`config.mk`:
```
export PLATFORM = sky130hd
export DESIGN_NAME = aaspt_pipe
export DESIGN_NICKNAME = d
export VERILOG_FILES = /design/src/sv/aaspt_pkg.sv /design/src/sv/aaspt_pipe.sv
export SDC_FILE = /design/constraint.sdc
export NUM_CORES = 1
export LEC_CHECK = 0
export BUFFER_PORTS_ARGS = -buffer_cell sky130_fd_sc_hd__clkbuf_2
export CORE_MARGIN = 4
export CORE_UTILIZATION = 33
export CTS_CLUSTER_SIZE = 8
export DETAILED_ROUTE_END_ITERATION = 16
export PLACE_DENSITY_LB_ADDON = 0.3
export SLEW_MARGIN = 0
export SYNTH_ARGS = -nofsm -noshare
export SYNTH_HDL_FRONTEND = slang
export SYNTH_SLANG_ARGS = --single-unit
```
`constraint.sdc`:
```
create_clock -name clock -period 4 [get_ports clock]
set_input_delay 0.4 -clock clock [delete_from_list [all_inputs] [get_ports clock]]
set_output_delay 0.4 -clock clock [all_outputs]
set_load 0.03 [all_outputs]
```
`src/sv/aaspt_pkg.sv`:
```
package aaspt_pkg;

   localparam int COORD_BITS = 32;
   localparam int FIELD_BITS = 32;
   localparam int SLACK_BITS = 31;
   localparam int CODE_BITS  = 10;
   localparam int DW = ((COORD_BITS > FIELD_BITS) ? COORD_BITS : FIELD_BITS) + 3;

   localparam logic [2:0] REG_MIN_X = 3'd0;
   localparam logic [2:0] REG_MIN_Y = 3'd1;
   localparam logic [2:0] REG_MIN_Z = 3'd2;
   localparam logic [2:0] REG_MAX_X = 3'd3;
   localparam logic [2:0] REG_MAX_Y = 3'd4;
   localparam logic [2:0] REG_MAX_Z = 3'd5;
   localparam logic [2:0] REG_SLACK = 3'd6;
   localparam logic [2:0] REG_CODE  = 3'd7;

   localparam logic [2:0] CLS_LINE  = 3'd0;
   localparam logic [2:0] CLS_QUAD  = 3'd1;
   localparam logic [2:0] CLS_HEX   = 3'd2;
   localparam logic [2:0] CLS_TRI   = 3'd3;
   localparam logic [2:0] CLS_TET   = 3'd4;
   localparam logic [2:0] CLS_PRISM = 3'd5;

   localparam logic [1:0] PLANE_XY = 2'd0;
   localparam logic [1:0] PLANE_XZ = 2'd1;
   localparam logic [1:0] PLANE_YZ = 2'd2;

   localparam logic [1:0] PLANE_A [3] = '{2'd0, 2'd0, 2'd1};
   localparam logic [1:0] PLANE_B [3] = '{2'd1, 2'd2, 2'd2};

   localparam logic [2:0] TET_TYPE_MAP [6][6] = '{
      '{3'd0, 3'd1, 3'd2, 3'd3, 3'd4, 3'd5},
      '{3'd1, 3'd0, 3'd5, 3'd4, 3'd3, 3'd2},
      '{3'd2, 3'd3, 3'd4, 3'd5, 3'd0, 3'd1},
      '{3'd3, 3'd2, 3'd1, 3'd0, 3'd5, 3'd4},
      '{3'd4, 3'd5, 3'd0, 3'd1, 3'd2, 3'd3},
      '{3'd5, 3'd4, 3'd3, 3'd2, 3'd1, 3'd0}
   };

   localparam logic TET_FORM [6][2] = '{
      '{1'b0, 1'b1}, '{1'b0, 1'b0}, '{1'b1, 1'b0},
      '{1'b1, 1'b0}, '{1'b1, 1'b1}, '{1'b0, 1'b1}
   };

   localparam logic [1:0] TET_PLANE [6][2] = '{
      '{PLANE_XZ, PLANE_YZ}, '{PLANE_XY, PLANE_YZ}, '{PLANE_XY, PLANE_XZ},
      '{PLANE_XZ, PLANE_YZ}, '{PLANE_XY, PLANE_YZ}, '{PLANE_XY, PLANE_XZ}
   };

   typedef struct packed {
      logic signed [FIELD_BITS-1:0] point_x;
      logic signed [FIELD_BITS-1:0] point_y;
      logic signed [FIELD_BITS-1:0] point_z;
      logic                         batch_end;
   } req_type;

   typedef struct packed {
      logic inside_res;
      logic shape_error;
      logic batch_end_out;
   } rsp_type;

   typedef struct packed {
      logic [2:0][DW-1:0] mn;
      logic [2:0][DW-1:0] lo;
      logic [2:0][DW-1:0] hi;
      logic [DW-1:0]      tol;
      logic [2:0]         need0;
      logic [2:0]         need1;
      logic               err;
   } shape_type;

   function automatic logic [DW-1:0] coord_ext(input logic [FIELD_BITS-1:0] f);
      logic [COORD_BITS+FIELD_BITS-1:0] w;
      logic [COORD_BITS-1:0]            c;
      w = {{COORD_BITS{1'b0}}, f};
      c = w[COORD_BITS-1:0];
      return {{(DW-COORD_BITS){c[COORD_BITS-1]}}, c};
   endfunction

   function automatic logic [DW-1:0] slack_ext(input logic [SLACK_BITS-1:0] s);
      return {{(DW-SLACK_BITS){1'b0}}, s};
   endfunction

endpackage

```
`src/sv/aaspt_pipe.sv`:
```
module aaspt_pipe (
   input  logic                 clock,
   input  logic                 reset,
   input  logic                 req_valid,
   output logic                 req_stall,
   input  aaspt_pkg::req_type   req_data,
   input  aaspt_pkg::shape_type shape,
   output logic                 rsp_valid,
   input  logic                 rsp_stall,
   output aaspt_pkg::rsp_type   rsp_data
);

   logic adv1, adv2, adv3, adv4;

   logic v1_ff, v1_in, v2_ff, v2_in, v3_ff, v3_in, v4_ff, v4_in;

   aaspt_pkg::req_type p1_ff, p1_in;

   logic [2:0][aaspt_pkg::DW-1:0] d2_ff, d2_in;
   logic                          box2_ff, box2_in;
   logic                          be2_ff, be2_in;

   logic [2:0][aaspt_pkg::DW-1:0] q3_ff, q3_in;
   logic                          box3_ff, box3_in;
   logic                          be3_ff, be3_in;

   aaspt_pkg::rsp_type rsp_ff, rsp_in;

   logic [2:0][aaspt_pkg::DW-1:0] pe;
   logic [2:0]                    box_ok;
   logic [2:0][aaspt_pkg::DW-1:0] q;
   logic [2:0][aaspt_pkg::DW-1:0] qsum;
   logic [2:0]                    pass0, pass1;
   logic                          inside_ok;

   assign adv4 = !v4_ff || !rsp_stall;
   assign adv3 = !v3_ff || adv4;
   assign adv2 = !v2_ff || adv3;
   assign adv1 = !v1_ff || adv2;
   assign req_stall = !adv1;

   assign v1_in = adv1 ? req_valid : v1_ff;
   assign v2_in = adv2 ? v1_ff : v2_ff;
   assign v3_in = adv3 ? v2_ff : v3_ff;
   assign v4_in = adv4 ? v3_ff : v4_ff;

   assign p1_in = adv1 ? req_data : p1_ff;

   always_comb begin
      pe[0] = aaspt_pkg::coord_ext(p1_ff.point_x);
      pe[1] = aaspt_pkg::coord_ext(p1_ff.point_y);
      pe[2] = aaspt_pkg::coord_ext(p1_ff.point_z);
      for (int i = 0; i < 3; i++) begin
         q[i] = pe[i] - shape.mn[i];
         box_ok[i] = ($signed(pe[i]) >= $signed(shape.lo[i]))
                  && ($signed(pe[i]) <= $signed(shape.hi[i]));
      end
      d2_in   = adv2 ? q : d2_ff;
      box2_in = adv2 ? (&box_ok) : box2_ff;
      be2_in  = adv2 ? p1_ff.batch_end : be2_ff;
   end

   always_comb begin
      q3_in = q3_ff;
      if (adv3) begin
         for (int i = 0; i < 3; i++) begin
            q3_in[i] = d2_ff[aaspt_pkg::PLANE_A[i]] - d2_ff[aaspt_pkg::PLANE_B[i]];
         end
      end
      box3_in = adv3 ? box2_ff : box3_ff;
      be3_in  = adv3 ? be2_ff : be3_ff;
   end

   always_comb begin
      for (int i = 0; i < 3; i++) begin
         qsum[i]  = q3_ff[i] + shape.tol;
         pass0[i] = !qsum[i][aaspt_pkg::DW-1];
         pass1[i] = $signed(q3_ff[i]) <= $signed(shape.tol);
      end
      inside_ok = box3_ff && !shape.err
               && (&(~shape.need0 | pass0)) && (&(~shape.need1 | pass1));
      rsp_in = rsp_ff;
      if (adv4) begin
         rsp_in.inside_res    = inside_ok;
         rsp_in.shape_error   = shape.err;
         rsp_in.batch_end_out = be3_ff;
      end
   end

   always_ff @(posedge clock) begin
      if (reset) begin
         v1_ff <= 1'b0;
         v2_ff <= 1'b0;
         v3_ff <= 1'b0;
         v4_ff <= 1'b0;
      end else begin
         v1_ff <= v1_in;
         v2_ff <= v2_in;
         v3_ff <= v3_in;
         v4_ff <= v4_in;
      end
   end

   always_ff @(posedge clock) begin
      p1_ff   <= p1_in;
      d2_ff   <= d2_in;
      box2_ff <= box2_in;
      be2_ff  <= be2_in;
      q3_ff   <= q3_in;
      box3_ff <= box3_in;
      be3_ff  <= be3_in;
      rsp_ff  <= rsp_in;
   end

   assign rsp_valid = v4_ff;
   assign rsp_data  = rsp_ff;

   a_err_outside: assert property (@(posedge clock) disable iff (reset)
      rsp_valid && rsp_data.shape_error |-> !rsp_data.inside_res)
      else $error("shape error with inside result");

   a_stall_full: assert property (@(posedge clock) disable iff (reset)
      req_stall |-> v1_ff && v2_ff && v3_ff && v4_ff)
      else $error("input stalled with a bubble in the pipeline");

   a_flow: assert property (@(posedge clock) disable iff (reset)
      v3_ff && !rsp_stall |=> v4_ff)
      else $error("transaction lost between last stages");

   a_hold: assert property (@(posedge clock) disable iff (reset)
      v4_ff && rsp_stall |=> v4_ff && $stable(rsp_ff))
      else $error("stalled result changed");

endmodule

```
==> run metrics <==
status=complete, no violations; sequential share of power=0.334; critical path launch point type=flip-flop; slew margin rel.=0.460; complex-gate fraction of the synthesized area=0.190; largest net degree at the start of global routing=108; FF+latch count, synth=around 320; CTS buffer count=between 40 and 50; post_cts resized=0; share of cells above drive strength 1=0.146; Total Wirelength=around 99000 um; Crit. End Element=flip-flop; main combinational cell family by area after synthesis=adder cells; ys async rst share=0; Final Max Slew Viols=0; Worst Hold Class=in -> reg; WHS Path Cells=1; worst hold start=req_data[77]; worst r2r path cells=11; Post-Syn Area=0.0299 mm2; sequential area share after synthesis=0.318; Post-Synthesis Cells=3168; Max IR drop VDD=roughly 0.28 mV; area grow syn2layout=20.4%; Core Util, Final=0.400; Die Wd=between 300 and 400 um; r2r setup slk=approximately 460 ps; row count=between 100 and 150; num ports=around 460; number of synthesized flops with an enable pin=approximately 310; post-CTS setup buffers=0; # H-tree levels=2; Clk pwr share=0.206; number of port buffers=approximately 460; syn_area_per_cell=9.44 um2; Synth Net Count=~4300; minimum clock period=3540 ps; RSZ-0062 raised after global routing=no; Warnings, synthesis=0; routed via count=between 20000 and 30000; chip height=309 um; Global Route Usage Sum=0.203; worst path required time=4310 ps; Final Hold Vio Count=0; mux contribution to synthesized area=0.00138; first-pass GRT wire length=~150000 um; FF-to-FF Start=p1_ff[9]; Tcrit/Tclk final=0.886; Crit Reg-Reg Endpoint=d2_ff[103]; CTS max path bufs=3; critical path class=reg -> reg; clk sinks=about 320; leakage=18.5 nW; xor and xnor area share after synthesis=0.0524; fmax=roughly 0.28 GHz; initial cell density of the core=0.332; Psw=about 6.7 mW; pin slew with the least headroom to its limit=805 ps; post-synth cell types=70; max_cap viols=0; final setup fails=0; Final Skew=about 31 ps; HPWL Detailed=~86000 um; simple-gate area share of the yosys netlist=0.109; initial antenna violation count=20; drt wl/cell=20.0 um; DRT iter0 DRCs=around 1600; Antenna Nets Post-Route=0; Power Internal=~10 mW; Final #Nets=4862; clock latency on the worst-skew pair=just under 600 ps; setup TNS=0 ps; grt total ovfl=0; worst endpoint data arrival time=a little under 4000 ps; Detailed Routing Iterations Pass 1=5; PwrDens=about 470 mW/mm2; CTS clk-pin slew, worst paths=~50 ps; CTS tree=yes; Post-Synth Adder-Cell Area=0.264; routability congestion estimate=approximately 0.95; Most used DFF post-synth=edfxtp_1; Root Buffer=clkbuf_16; vias in the first global route=approximately 25000; Via density=slightly above 5; largest fanout on the critical path=6; Net Sw Frac=0.392; Worst Hold End=p1_ff[77]; Die ar.=0.0955 mm2; power share of the combinational group=0.461; DRC viols=0; Core ar.=approximately 0.090 mm2
-- how the worst max path moves through the flow --
stage,to,slack (ps),start
global placement,d2_ff[68],450,shape[301]
finish,d2_ff[103],460,p1_ff[9]
floorplan,be2_ff,430,rsp_valid
detailed placement,d2_ff[68],420,shape[301]
CTS,d2_ff[68],480,p1_ff[46]
global route,d2_ff[103],190,p1_ff[9]
-- critical path, cell delays in order, from the launching register on --
cell	delay [ps]
edfxtp_1	470
ha_1	420
a21oi_1	270
o221ai_1	170
and2_1	210
a211oi_1	340
o21ai_1	180
a2111oi_1	500
o21bai_1	140
a21oi_1	310
o21ai_1	110
xor2_1	150
-- metal layers --
| metal | GRT usage | vias to the layer above | routed length, um |
|---|---|---|---|
| met5 | 0 | - | 49 |
| met1 | 0.264 | 11600 | 44200 |
| li1 | - | 12700 | - |
| met4 | 0.0785 | 10 | 4020 |
| met2 | 0.336 | 655 | 45700 |
| met3 | 0.0381 | 158 | 5450 |
-- power groups by stage --
stage	sequential [mW]	combinational, mW	clock (mW)
5_1_grt	5.78	8.85	3.77
3_5_place_dp	5.75	7.73	0
6_report	5.70	7.87	3.52
3_3_place_gp	5.74	7.69	0
4_1_cts	5.69	7.84	3.65
2_1_floorplan	5.28	5.55	0
-- cells in the mapped netlist, drive strengths merged (15+ instances only) --
library cell	count	area (um2)
edfxtp	314	9430
xnor2	110	963
and3	26	163
nand4	88	551
a21oi	295	1480
nor2	187	702
nor2b	47	294
o2111ai	16	146
a211oi	23	185
o21a	46	345
nand2b	34	213
o21bai	31	233
o211ai	18	135
a21o	213	1600
nand3	45	225
nor4	20	125
nor3	33	165
inv	514	1930
or2	17	106
nand2	99	372
ha	621	7770
xor2	69	604
o21ai	129	646
a31oi	15	93.8
-- area by class of cell --
type                       count  area (um2)
antenna                       14        35.0
clock buffer                  58        1220
clock inverter                 4        20.0
fill                        9048       54000
inverter                     514        1930
multi-input combinational   2330       18500
sequential                   318        9510
tap                         1176        1470
timing repair buffer         567        3360
-- repair_timing --
| action | 4_1_cts | 5_1_grt |
|---|---|---|
| endpoints found under the setup margin | 0 | 0 |
| hold endpoints to repair | 90 | 0 |
| hold buffers | 90 | 0 |
-- sequential cells by signal, summed over array words and instances (netlist names), 3 cells and up --
name,count
q3_ff,105
rsp_data,3
p1_ff,97
d2_ff,105
-- metrics by stage --
| stage | std cells | instance area, um2 | hold slack [ps] | power [mW] | setup slack, ps |
|---|---|---|---|---|---|
| floorplan | 3168 | 29900 | 400 | 10.8 | 431 |
| global placement | 4815 | 33800 | 401 | 13.4 | 448 |
| detailed placement | 4815 | 33800 | 409 | 13.5 | 416 |
| CTS | 4967 | 36000 | 5.33 | 17.2 | 479 |
| global route | 4975 | 36000 | 13.5 | 18.4 | 185 |
| finish | 4981 | 36000 | 38.3 | 17.1 | 456 |
-- cell families (layout without fill, tap and decap cells) --
kind of cell             Yosys count  count (layout)
AO/OA/AOI/OAI                    879             879
XOR/XNOR                         179             179
adder cells (fa/ha/maj)          627             627
buffers and inverters            520            1143
flip-flops                       318             318
multiplexers                       4               4
other                              0              14
AND/OR/NAND/NOR                  641             641
-- cells in the final DEF (no fill, tap or decap), types with 33 or more instances in the layout --
master,netlist,layout
clkbuf_2,0,462
o21a_1,46,46
nor2b_1,47,47
nor2_1,187,187
a21oi_1,294,294
nand2_1,99,98
edfxtp_1,314,314
xor2_1,69,69
nor3_1,33,33
inv_1,514,513
nand4_1,88,88
ha_1,621,621
a21o_1,213,213
clkbuf_16,0,47
nand2b_1,34,34
xnor2_1,110,110
nand3_1,45,44
dlygate4sd3_1,0,90
o21ai_0,117,117
(Power assumes the default switching activity.)
